<file path="src/rtl/lcs_pkg.sv">
// ----------------------------------------------------------------------------
// lcs_pkg
// Shared types and constants of the LBA to CHS request unit.
// ----------------------------------------------------------------------------
`default_nettype none

package lcs_pkg;

    localparam int WINDOW_BYTES_DEF = 65536;
    localparam int LBA_W            = 64;
    localparam int CNT_W            = 8;
    localparam int SPT_W            = 6;
    localparam int HDS_W            = 9;
    localparam int SB_W             = 13;
    localparam int LOW_W            = 32;
    localparam int ADDR_W           = 6;
    localparam int DATA_W           = 64;

    localparam logic [7:0] OP_CHS_READ = 8'h02;
    localparam logic [7:0] OP_EXT_READ = 8'h42;

    typedef enum logic [2:0] {
        REG_SPT   = 3'd0,
        REG_HDS   = 3'd1,
        REG_SB    = 3'd2,
        REG_TOTAL = 3'd3,
        REG_DRIVE = 3'd4,
        REG_EXT   = 3'd5
    } reg_idx_t;

    typedef struct packed {
        logic             kind;
        logic [LBA_W-1:0] lba;
        logic [CNT_W-1:0] sector_count;
    } req_t;

    typedef struct packed {
        logic             accepted;
        logic [15:0]      ax_word;
        logic [15:0]      cx_word;
        logic [15:0]      dx_word;
        logic [9:0]       cylinder;
        logic [7:0]       head_index;
        logic [5:0]       sector_number;
        logic [LBA_W-1:0] packet_lba;
        logic [CNT_W-1:0] packet_count;
    } res_t;

    typedef struct packed {
        logic [SPT_W-1:0] sectors_per_track;
        logic [HDS_W-1:0] head_count;
        logic [SB_W-1:0]  sector_bytes;
        logic [LBA_W-1:0] total_sectors;
        logic [7:0]       drive_number;
        logic             use_extended;
    } cfg_t;

    typedef struct packed {
        logic             kind;
        logic [LBA_W-1:0] lba;
        logic [CNT_W-1:0] cnt;
        logic             ok;
    } side_t;

endpackage

`default_nettype wire

</file>
<file path="src/rtl/lcs_div.sv">
// ----------------------------------------------------------------------------
// lcs_div
// Pipelined restoring divider, a few quotient bits per stage, with a
// sideband tag that travels alongside.
// ----------------------------------------------------------------------------
`default_nettype none

module lcs_div #(
    parameter int DW  = 32,
    parameter int VW  = 6,
    parameter int BPS = 4,
    parameter int TW  = 1
) (
    input  wire logic          clk,
    input  wire logic [DW-1:0] dividend,
    input  wire logic [VW-1:0] divisor,
    input  wire logic [TW-1:0] tag_in,
    output logic      [DW-1:0] quotient,
    output logic      [VW-1:0] remainder,
    output logic      [TW-1:0] tag_out
);

    localparam int NSTG = DW / BPS;

    logic [VW-1:0] rem_reg  [NSTG];
    logic [DW-1:0] word_reg [NSTG];
    logic [TW-1:0] tag_reg  [NSTG];

    for (genvar g = 0; g < NSTG; g++) begin : g_stage
        logic [VW-1:0] rem_in;
        logic [DW-1:0] word_in;
        logic [TW-1:0] tag_fwd;
        logic [VW-1:0] rem_next;
        logic [DW-1:0] word_next;
        logic [TW-1:0] tag_next;

        if (g == 0)
        begin : g_first
            assign rem_in  = '0;
            assign word_in = dividend;
            assign tag_fwd = tag_in;
        end
        else
        begin : g_rest
            assign rem_in  = rem_reg[g-1];
            assign word_in = word_reg[g-1];
            assign tag_fwd = tag_reg[g-1];
        end

        always_comb
        begin
            logic [VW:0] trial;
            rem_next  = rem_in;
            word_next = word_in;
            tag_next  = tag_fwd;
            for (int b = 0; b < BPS; b++)
            begin
                trial     = {rem_next, word_next[DW-1]};
                word_next = {word_next[DW-2:0], 1'b0};
                if (trial >= {1'b0, divisor})
                begin
                    rem_next     = VW'(trial - {1'b0, divisor});
                    word_next[0] = 1'b1;
                end
                else
                begin
                    rem_next = trial[VW-1:0];
                end
            end
        end

        always_ff @(posedge clk)
        begin
            rem_reg[g]  <= rem_next;
            word_reg[g] <= word_next;
            tag_reg[g]  <= tag_next;
        end
    end

    assign quotient  = word_reg[NSTG-1];
    assign remainder = rem_reg[NSTG-1];
    assign tag_out   = tag_reg[NSTG-1];

endmodule

`default_nettype wire

</file>
<file path="src/rtl/lcs_check.sv">
// ----------------------------------------------------------------------------
// lcs_check
// Two-stage request check: count limit against the transfer window and
// end of request against the disk size.
// ----------------------------------------------------------------------------
`default_nettype none

module lcs_check #(
    parameter int WINDOW_BYTES = lcs_pkg::WINDOW_BYTES_DEF
) (
    input  wire logic                 clk,
    input  wire logic                 rst_n,
    input  wire logic                 valid_in,
    input  wire lcs_pkg::req_t        request,
    input  wire lcs_pkg::cfg_t        cfg,
    output logic                      valid_out,
    output lcs_pkg::side_t            side
);
    import lcs_pkg::*;

    localparam int PROD_W = CNT_W + 1 + SB_W;

    logic              a_valid_reg, a_valid_next;
    logic              a_kind_reg;
    logic [LBA_W-1:0]  a_lba_reg;
    logic [CNT_W-1:0]  a_cnt_reg;
    logic [LBA_W:0]    a_end_reg, a_end_next;
    logic              a_cnt_ok_reg, a_cnt_ok_next;
    logic              b_valid_reg;
    side_t             b_side_reg, b_side_next;
    logic [PROD_W-1:0] prod;

    // (count + 1) * sector size must fit in the window
    assign prod = PROD_W'({1'b0, request.sector_count} + 9'd1) * PROD_W'(cfg.sector_bytes);
    assign a_cnt_ok_next = (request.sector_count != '0) && (cfg.sector_bytes != '0)
                           && (prod <= PROD_W'(WINDOW_BYTES));
    assign a_end_next    = {1'b0, request.lba} + (LBA_W+1)'(request.sector_count);
    assign a_valid_next  = valid_in;

    always_comb
    begin
        b_side_next.kind = a_kind_reg;
        b_side_next.lba  = a_lba_reg;
        b_side_next.cnt  = a_cnt_reg;
        b_side_next.ok   = a_cnt_ok_reg && !a_end_reg[LBA_W]
                           && (a_end_reg[LBA_W-1:0] <= cfg.total_sectors);
    end

    always_ff @(posedge clk or negedge rst_n)
    begin
        if (!rst_n)
        begin
            a_valid_reg <= 1'b0;
            b_valid_reg <= 1'b0;
        end
        else
        begin
            a_valid_reg <= a_valid_next;
            b_valid_reg <= a_valid_reg;
        end
    end

    always_ff @(posedge clk)
    begin
        a_kind_reg   <= request.kind;
        a_lba_reg    <= request.lba;
        a_cnt_reg    <= request.sector_count;
        a_end_reg    <= a_end_next;
        a_cnt_ok_reg <= a_cnt_ok_next;
        b_side_reg   <= b_side_next;
    end

    assign valid_out = b_valid_reg;
    assign side      = b_side_reg;

endmodule

`default_nettype wire

</file>
<file path="src/rtl/disk_request_lba_to_chs_unit.sv">
// ----------------------------------------------------------------------------
// disk_request_lba_to_chs_unit
// Checks disk requests and packs INT 13h CHS or extended register words.
//
// A request is taken when start is high; busy is always low, so a new
// request may be issued every cycle. Each request gives one result,
// shown on result for one cycle with result_valid high. Throughput is
// one request per cycle. A request runs through the two pipelined
// dividers (sectors per track, then heads), eight stages each at four
// quotient bits per stage, then the output register; the count and end
// checks run in parallel. Geometry and limits are set through the APB
// port, 64-bit registers at byte offsets 8*i; the user must change them
// only while no request is in flight, which the block does not enforce.
// Reset clears the pipeline valid bits and loads the default geometry.
// The receiver cannot stall: each result is taken in the cycle shown.
// ----------------------------------------------------------------------------
`default_nettype none

module disk_request_lba_to_chs_unit #(
    parameter int WINDOW_BYTES = lcs_pkg::WINDOW_BYTES_DEF
) (
    input  wire logic                         clk,
    input  wire logic                         rst_n,
    input  wire logic                         start,
    output logic                              busy,
    input  wire lcs_pkg::req_t                request,
    output logic                              result_valid,
    output lcs_pkg::res_t                     result,
    input  wire logic                         psel,
    input  wire logic                         penable,
    input  wire logic                         pwrite,
    input  wire logic [lcs_pkg::ADDR_W-1:0]   paddr,
    input  wire logic [lcs_pkg::DATA_W-1:0]   pwdata,
    output logic      [lcs_pkg::DATA_W-1:0]   prdata,
    output logic                              pready
);
    import lcs_pkg::*;

    localparam int BPS     = 4;
    localparam int DIV_LAT = LOW_W / BPS;
    localparam int CHK_LAT = 2;
    localparam int DLY     = 2 * DIV_LAT - CHK_LAT;

    cfg_t             cfg_reg, cfg_next;
    reg_idx_t         idx;
    logic             wr_en;
    logic             chk_valid;
    side_t            chk_side;
    logic             dly_valid_reg [DLY];
    side_t            dly_side_reg  [DLY];
    logic [SPT_W-1:0] spt_eff;
    logic [HDS_W-1:0] hds_eff;
    logic [LOW_W-1:0] q1, q2;
    logic [SPT_W-1:0] r1, r1_tag;
    logic [HDS_W-1:0] r2;
    logic [SPT_W-1:0] r2_unused_tag;
    logic             out_valid_reg;
    res_t             out_reg, out_next;
    side_t            sd;
    logic [5:0]       sec;

    assign busy   = 1'b0;
    assign pready = 1'b1;
    assign idx    = reg_idx_t'(paddr[ADDR_W-1:3]);
    assign wr_en  = psel && penable && pwrite;

    always_comb
    begin
        cfg_next = cfg_reg;
        if (wr_en)
        begin
            unique case (idx)
                REG_SPT:   cfg_next.sectors_per_track = pwdata[SPT_W-1:0];
                REG_HDS:   cfg_next.head_count        = pwdata[HDS_W-1:0];
                REG_SB:    cfg_next.sector_bytes      = pwdata[SB_W-1:0];
                REG_TOTAL: cfg_next.total_sectors     = pwdata;
                REG_DRIVE: cfg_next.drive_number      = pwdata[7:0];
                REG_EXT:   cfg_next.use_extended      = pwdata[0];
                default:   cfg_next = cfg_reg;
            endcase
        end
    end

    always_comb
    begin
        unique case (idx)
            REG_SPT:   prdata = DATA_W'(cfg_reg.sectors_per_track);
            REG_HDS:   prdata = DATA_W'(cfg_reg.head_count);
            REG_SB:    prdata = DATA_W'(cfg_reg.sector_bytes);
            REG_TOTAL: prdata = cfg_reg.total_sectors;
            REG_DRIVE: prdata = DATA_W'(cfg_reg.drive_number);
            REG_EXT:   prdata = DATA_W'(cfg_reg.use_extended);
            default:   prdata = '0;
        endcase
    end

    always_ff @(posedge clk or negedge rst_n)
    begin
        if (!rst_n)
        begin
            cfg_reg.sectors_per_track <= SPT_W'(63);
            cfg_reg.head_count        <= HDS_W'(16);
            cfg_reg.sector_bytes      <= SB_W'(512);
            cfg_reg.total_sectors     <= '0;
            cfg_reg.drive_number      <= 8'd128;
            cfg_reg.use_extended      <= 1'b0;
        end
        else
        begin
            cfg_reg <= cfg_next;
        end
    end

    lcs_check #(
        .WINDOW_BYTES (WINDOW_BYTES)
    ) u_check (
        .clk       (clk),
        .rst_n     (rst_n),
        .valid_in  (start),
        .request   (request),
        .cfg       (cfg_reg),
        .valid_out (chk_valid),
        .side      (chk_side)
    );

    // zero geometry acts as one
    assign spt_eff = (cfg_reg.sectors_per_track == '0) ? SPT_W'(1) : cfg_reg.sectors_per_track;
    assign hds_eff = (cfg_reg.head_count == '0) ? HDS_W'(1) : cfg_reg.head_count;

    lcs_div #(
        .DW (LOW_W), .VW (SPT_W), .BPS (BPS), .TW (SPT_W)
    ) u_div_spt (
        .clk       (clk),
        .dividend  (request.lba[LOW_W-1:0]),
        .divisor   (spt_eff),
        .tag_in    ('0),
        .quotient  (q1),
        .remainder (r1),
        .tag_out   (r2_unused_tag)
    );

    lcs_div #(
        .DW (LOW_W), .VW (HDS_W), .BPS (BPS), .TW (SPT_W)
    ) u_div_hds (
        .clk       (clk),
        .dividend  (q1),
        .divisor   (hds_eff),
        .tag_in    (r1 | r2_unused_tag),
        .quotient  (q2),
        .remainder (r2),
        .tag_out   (r1_tag)
    );

    for (genvar g = 0; g < DLY; g++) begin : g_dly
        if (g == 0)
        begin : g_head
            always_ff @(posedge clk or negedge rst_n)
            begin
                if (!rst_n)
                    dly_valid_reg[g] <= 1'b0;
                else
                    dly_valid_reg[g] <= chk_valid;
            end

            always_ff @(posedge clk)
            begin
                dly_side_reg[g] <= chk_side;
            end
        end
        else
        begin : g_tail
            always_ff @(posedge clk or negedge rst_n)
            begin
                if (!rst_n)
                    dly_valid_reg[g] <= 1'b0;
                else
                    dly_valid_reg[g] <= dly_valid_reg[g-1];
            end

            always_ff @(posedge clk)
            begin
                dly_side_reg[g] <= dly_side_reg[g-1];
            end
        end
    end

    assign sd  = dly_side_reg[DLY-1];
    assign sec = SPT_W'(r1_tag + SPT_W'(1));

    always_comb
    begin
        out_next = '0;
        if (sd.ok)
        begin
            out_next.accepted = 1'b1;
            if (cfg_reg.use_extended)
            begin
                out_next.ax_word      = {OP_EXT_READ + 8'(sd.kind), 8'h00};
                out_next.dx_word      = {8'h00, cfg_reg.drive_number};
                out_next.packet_lba   = sd.lba;
                out_next.packet_count = sd.cnt;
            end
            else
            begin
                out_next.ax_word       = {OP_CHS_READ + 8'(sd.kind), sd.cnt};
                out_next.cx_word       = {q2[7:0], q2[9:8], sec};
                out_next.dx_word       = {r2[7:0], cfg_reg.drive_number};
                out_next.cylinder      = q2[9:0];
                out_next.head_index    = r2[7:0];
                out_next.sector_number = sec;
            end
        end
    end

    always_ff @(posedge clk or negedge rst_n)
    begin
        if (!rst_n)
            out_valid_reg <= 1'b0;
        else
            out_valid_reg <= dly_valid_reg[DLY-1];
    end

    always_ff @(posedge clk)
    begin
        out_reg <= out_next;
    end

    assign result_valid = out_valid_reg;
    assign result       = out_reg;

endmodule

`default_nettype wire
</file>
<file path="config.mk">
export PLATFORM = sky130hd
export DESIGN_NAME = disk_request_lba_to_chs_unit
export DESIGN_NICKNAME = d
export VERILOG_FILES = /design/src/rtl/lcs_pkg.sv /design/src/rtl/lcs_div.sv /design/src/rtl/lcs_check.sv /design/src/rtl/disk_request_lba_to_chs_unit.sv
export SDC_FILE = /design/constraint.sdc
export NUM_CORES = 2
export LEC_CHECK = 0
export BUFFER_PORTS_ARGS = -buffer_cell sky130_fd_sc_hd__clkbuf_2
export CORE_UTILIZATION = 61
export CTS_CLUSTER_SIZE = 12
export DETAILED_ROUTE_END_ITERATION = 7
export MAX_ROUTING_LAYER = met4
export PLACE_DENSITY_LB_ADDON = 0.25
export SYNTH_ARGS = -nofsm -noshare
export SYNTH_HDL_FRONTEND = slang
export SYNTH_SLANG_ARGS = --single-unit
</file>
<file path="constraint.sdc">
create_clock -name clk -period 13.38 [get_ports clk]
set_input_delay 2.676 -clock clk [delete_from_list [all_inputs] [get_ports clk]]
set_output_delay 2.676 -clock clk [all_outputs]
set_load 0.05 [all_outputs]
</file>
Yosys cells after proc, flatten, opt, wreduce, memory -nomap -nowiden

Memories as Yosys holds them, arrays and structs flattened.
Cells that the tools add are included.

$add $sub $neg: 69
Multiply operators: 1
Order comparisons: 66
Equal/unequal tests: 5
Muxes and demuxes: 137
Bitwise gates (word level): 2
Reductions and logical operators: 20

Operators with widths:

| cell                                                                               | number |
|---|---|
| 64-bit one-hot mux with 6 select lines                                             | 1 |
| 10-bit by 9-bit >= comparator with 1-bit output                                    | 31 |
| 9-bit 2-to-1 mux                                                                   | 33 |
| 9-bit subtractor                                                                   | 31 |
| 7-bit by 6-bit >= comparator with 1-bit output                                     | 31 |
| 6-bit 2-to-1 mux                                                                   | 33 |
| 6-bit subtractor                                                                   | 31 |
| 145-bit 2-to-1 mux                                                                 | 1 |
| 72-bit 2-to-1 mux                                                                  | 1 |
| 64-bit by 8-bit adder with 65-bit output                                           | 1 |
| 64-bit less-or-equal comparator                                                    | 1 |
| 1-bit 2-to-1 mux                                                                   | 64 |
| 16-bit 2-to-1 mux                                                                  | 3 |
| 24-bit 2-to-1 mux                                                                  | 1 |
| 22-bit by 17-bit less-or-equal comparator with 1-bit output, second input constant | 1 |
| 22-bit by 13-bit multiplier with 22-bit output                                     | 1 |
| 2-bit AND reduction                                                                | 7 |
| 13-bit nonzero test                                                                | 1 |
| 8-bit by 1-bit adder with 9-bit output, second input constant                      | 1 |
| 1-bit by 9-bit >= comparator with 1-bit output                                     | 1 |
| 9-bit zero test                                                                    | 1 |
| 1-bit by 9-bit subtractor with 9-bit output                                        | 1 |
| 7-bit by 1-bit adder with 8-bit output, first input constant                       | 1 |
| 8-bit nonzero test                                                                 | 1 |
| 14 further kinds                                                                   | 21 |

Register bits after elaboration: 468
RAM bits: 1764
Bits of input ports: 149
Word-level logic and storage cells: 349
Memories kept: 7

Memories:

| name               | words | width | read ports | clocked after Yosys merged registers in | write ports | RTL line                           | RTL |
|---|---|---|---|---|---|---|---|
| dly_side_reg       | 14    | 74    | 14         | 0                                       | 14          | disk_request_lba_to_chs_unit.sv:50 | `side_t dly_side_reg [DLY];` |
| u_div_hds.word_reg | 8     | 32    | 8          | 0                                       | 8           | lcs_div.sv:26                      | `logic [DW-1:0] word_reg [NSTG];` |
| u_div_spt.word_reg | 8     | 32    | 8          | 0                                       | 8           | lcs_div.sv:26                      |  |
| u_div_hds.rem_reg  | 8     | 9     | 8          | 0                                       | 8           | lcs_div.sv:25                      | `logic [VW-1:0] rem_reg [NSTG];` |
| u_div_hds.tag_reg  | 8     | 6     | 8          | 0                                       | 8           | lcs_div.sv:27                      | `logic [TW-1:0] tag_reg [NSTG];` |
| u_div_spt.rem_reg  | 8     | 6     | 8          | 0                                       | 8           | lcs_div.sv:25                      |  |
| 1 more memories    | n/a   | n/a   | n/a        | n/a                                     | n/a         | n/a                                |  |

Logic depth before layout (Yosys ltp)

Depth in word-level cells: 10
Gate-level depth with buffers: 41
Mapped depth without buffers: 38

Modules after synthesis

A second synthesis with hierarchy kept.

Cells, all modules: 6735
Area, all modules: 79588.8 µm²

By module, submodules not included:

| module                       | times used | cells an instance | area an instance (µm²) |
|---|---|---|---|
| disk_request_lba_to_chs_unit | 1          | 1707              | 29279.3 |
| lcs_div (u_div_hds)          | 1          | 2293              | 22374.0 |
| lcs_div (u_div_spt)          | 1          | 1610              | 16647.2 |
| lcs_check                    | 1          | 1125              | 11288.3 |

Worst setup path after synthesis

No wires, ideal clock.

Path type: reg-to-reg
Start: register cfg_reg[96] (netlist name)
End: memory u_div_spt.rem_reg[1][5] (netlist: u_div_spt.rem_reg[0][11])
Arrival time: 9911 ps
Data required time: 13258 ps
Path slack: 3347 ps
Cell stages (with the launch flop): 35
Clock period less this slack: 10033 ps
Cells stage by stage: dfstp_2 buf_2 inv_1 a21o_1 ha_1 nor2b_1 o31a_1 o31ai_2 o21ai_0 ha_1 nor2b_1 o21ai_0 a21oi_1 o311a_1 nor4b_1 clkbuf_1 mux2_2 ha_1 and3_1 a311o_1 o32a_1 or2_2 mux2i_1 inv_1 buf_2 a21oi_1 ha_1 nor2b_1 o21ai_0 a21boi_0 o21ai_0 a21boi_0 nor3_1 a22oi_2 a221o_1

RTL lines:

| item                   | RTL line                            | RTL |
|---|---|---|
| from (decl)            | disk_request_lba_to_chs_unit.sv:44  | `cfg_t cfg_reg, cfg_next;` |
| from (signal assigned) | disk_request_lba_to_chs_unit.sv:110 | `cfg_reg <= cfg_next;` |
| to (decl)              | lcs_div.sv:25                       |  |

==> summary.txt <==
Run status
  • Status: finished, final reports clean

Synth
  • Area fraction in and, or, nand and nor cells after synthesis: 10.73%
  • Biggest area contributors in the synthesized netlist: sky130_fd_sc_hd__dfxtp_1 (49%), sky130_fd_sc_hd__ha_1 (10%), sky130_fd_sc_hd__mux2_2 (4.0%), sky130_fd_sc_hd__fa_1 (3.8%), sky130_fd_sc_hd__dfrtp_1 (3.7%)
  • Dominant register cell in the synthesized netlist: sky130_fd_sc_hd__dfxtp_1
  • Cell Area, Synth: about 73000 µm²
  • Share of synthesized registers carrying an async set or reset: between 6 and 7%
  • Post-synthesis adder-cell area fraction: ~14%
  • Fraction of synthesized area in multiplexers: a little over 5%
  • Flip-flop and latch count after synthesis: 1924
  • Share of the synthesized area in the top cell type: 49.27%
  • Library cell with the highest instance count after synthesis: sky130_fd_sc_hd__dfxtp_1
  • XOR/XNOR share of the synthesized area: between 4 and 5%
  • Largest area contributor in the netlist: sky130_fd_sc_hd__dfxtp_1
  • Sequential share of the synthesized area: 53.31%
  • Post-synthesis cell type count: 89
  • Count of mapped cells out of synthesis: 6558
  • Average footprint of a synthesized cell: 11.19 µm²
  • Total of warnings raised by yosys: 0
  • EDFF count, synth: 0
  • Top cells by count, synth: sky130_fd_sc_hd__dfxtp_1 (1806), sky130_fd_sc_hd__ha_1 (586), sky130_fd_sc_hd__inv_1 (441)
  • Main combinational cell family by area after synthesis: adder cells
  • Synthesized-area fraction occupied by ao, oa, aoi and oai cells: 9.804%

Clock network
  • CTS root buf: sky130_fd_sc_hd__clkbuf_16
  • Total of hold buffers inserted after clock tree synthesis: 0
  • Total CTS buffers: around 190
  • Maximum buffer depth of the clock tree: 3
  • CTS tree: built
  • Count of cells resized by post-cts repair: 0
  • Total number of clock tree sinks: between 1500 and 2000
  • Setup Fix Bufs, Post-CTS: 0
  • Maximum level of the CTS H-tree: 4
  • Clock input transition at the sequential cells of the worst setup and hold paths: 60 ps
  • Clock latency of the later-clocked register in the worst-skew pair: between 800 and 900 ps

Floorplan
  • Die ar.: 121700 µm²
  • Die extent in y: 348.8 µm
  • Initial core utilization: 61.82%
  • Cell Rows: 126
  • Placeable core region: 118700 µm²
  • Top-level I/O count: between 300 and 400
  • Horizontal die dimension: 348.8 µm

Placed design
  • Detailed placer's ending HPWL: 116400 µm
  • Placed inst area: 76820 µm²
  • Pre-CTS setup slack: around 2700 ps
  • Buffers on Ports: 350
  • Routability cong.: 0.9212

Flow run
  • Count of max-cap constraint violations: 0

STA
  • Post-layout worst setup margin: 2404 ps
  • Final worst clock skew: 58.78 ps
  • Worst slew margin relative to its limit: 16.75%
  • Period utilisation layout: 82.03%
  • Final hold violation count: 0
  • Number of pins exceeding their max-slew limit in the final report: 0
  • RSZ-0062 raised after global routing: false
  • Fmax: approximately 0.09 GHz
  • Final setup fails: 0
  • Setup TNS Final: 0 ps
  • Min cycle time layout: 10980 ps
  • Slew of the pin with the lowest slew margin: 1244 ps

Layout
  • Layout cells sized above 1: 13.74%
  • Total area of sequential cells: 39120 µm²
  • Final Net Count: 7882
  • Max reg flops: 1036
  • Number of fillers in the final layout: 8495
  • Layout Area Growth over Synthesis: 12.59%
  • Area occupied by multi-input gates: 31990 µm²
  • Final Instance Area: 82620 µm²

Critical path
  • Worst endpoint data arrival time: 11640 ps
  • Startpoint of the most critical register-to-register path: cfg_reg[100]
  • Crit-path slowest cell: sky130_fd_sc_hd__nor4b_2
  • Worst r2r path cells: 31
  • Launching element of the worst setup path: cfg_reg[100]
  • Type of element launching the critical path: flop
  • Critical setup path kind: flop to flop
  • Slowest cell delay on critical path: between 800 and 900 ps
  • Worst Path Required: 14040 ps
  • Reg-to-reg slack, setup: 2400 ps
  • Kind of end point of the critical path: flop
  • Crit Path Max Fanout: 11

Min path
  • Hold Path Stages: 0
  • Path type of the worst min-delay path: flop to flop
  • Hold Startpoint: dly_side_reg[0][539]

Global route
  • Vias in the first global route: 47886
  • Grt ovf: 0
  • Global-route wire length before repair: 255500 µm
  • Gr usage total: 27.50%
  • Number of antenna violations at the first check in global routing: 11
  • Pin count of the biggest net entering global routing: about 90

Drt
  • Count of unresolved DRC violations after routing: 0
  • Total number of vias: between 40000 and 50000
  • Mean number of vias per cell: 5.555
  • DR WL/cell: 18.74 µm
  • Aggregate routed wire length: 163000 µm
  • 1st-pass router iterations: 6
  • Final ANT Viol Nets: 0
  • Detailed Route Iter0 Violations: 3098
## stage by stage
stage	utilization (%)	cells	hold WS (ps)
after floorplan	-	6563	309.6
after global placement	64.71	8415	309.4
after detailed placement	64.71	8415	312.1
after CTS	69.58	8688	284.2
after global routing	69.60	8695	290.7
final	69.60	8697	287.0
## worst max-delay path, delay by kind of cell (launching register included)
family | cells | cell delay, ps
compound gates | 16 | 4990
fa+ha+maj | 4 | 1290
buf+inv | 1 | 310
flops | 1 | 410
mux | 2 | 860
simple gates | 8 | 2980
## metal layers
| metal | part of all wire, % | GRT usage (%) |
|---|---|---|
| met5 | 0 | - |
| met4 | 3.3 | 10.18 |
| met3 | 5.6 | 4.199 |
| met2 | 47 | 44.04 |
| met1 | 44 | 35.30 |
## layout make-up
cell class	instances	share of cell area, %
antenna	9	0.02726
inverter	443	2.013
clock inverter	35	0.8511
timing repair buffer	389	2.477
clock buffer	238	6.142
multi-input combinational	4059	38.71
tap	1600	2.423
sequential	1924	47.35
## final timing paths
check	end
worst max register to register	u_div_spt.rem_reg[0][11]
worst min register to register	dly_side_reg[1][21]
worst max-delay path	u_div_spt.rem_reg[0][11]
max in group asynchronous	cfg_reg[0]
min in group asynchronous	u_check.a_valid_reg
worst min-delay path	dly_side_reg[1][21]
## logic make-up (layout without fill, tap and decap cells)
family | Yosys count | after routing
muxes | 341 | 341
adders and majority gates | 727 | 727
AOI/OAI and AO/OA | 1076 | 1076
DFF | 1924 | 1924
xor gates and xnor gates | 338 | 338
buffers and inverters | 580 | 1105
other | 2 | 16
and+or+nand+nor | 1570 | 1570
## placed cells by master, fill, tap and decap left out, types with 111 or more instances in the layout
master	synthesis	routed
sky130_fd_sc_hd__dfxtp_1	1806	1805
sky130_fd_sc_hd__ha_1	586	586
sky130_fd_sc_hd__inv_1	441	438
sky130_fd_sc_hd__nor2_1	374	373
sky130_fd_sc_hd__clkbuf_2	0	349
sky130_fd_sc_hd__nand2_1	344	343
sky130_fd_sc_hd__o21ai_0	263	263
sky130_fd_sc_hd__mux2_2	260	260
sky130_fd_sc_hd__a21oi_1	244	244
sky130_fd_sc_hd__xnor2_1	203	203
sky130_fd_sc_hd__clkbuf_16	0	190
sky130_fd_sc_hd__nor2b_1	154	153
sky130_fd_sc_hd__fa_1	141	141
sky130_fd_sc_hd__xor2_1	135	135
sky130_fd_sc_hd__and3_1	120	120
sky130_fd_sc_hd__nand3_1	118	118
sky130_fd_sc_hd__a21o_1	111	111
Power is left out: the tool's default activity adds up to more than one toggle a clock period on the data nets, which glitch-free logic cannot reach.
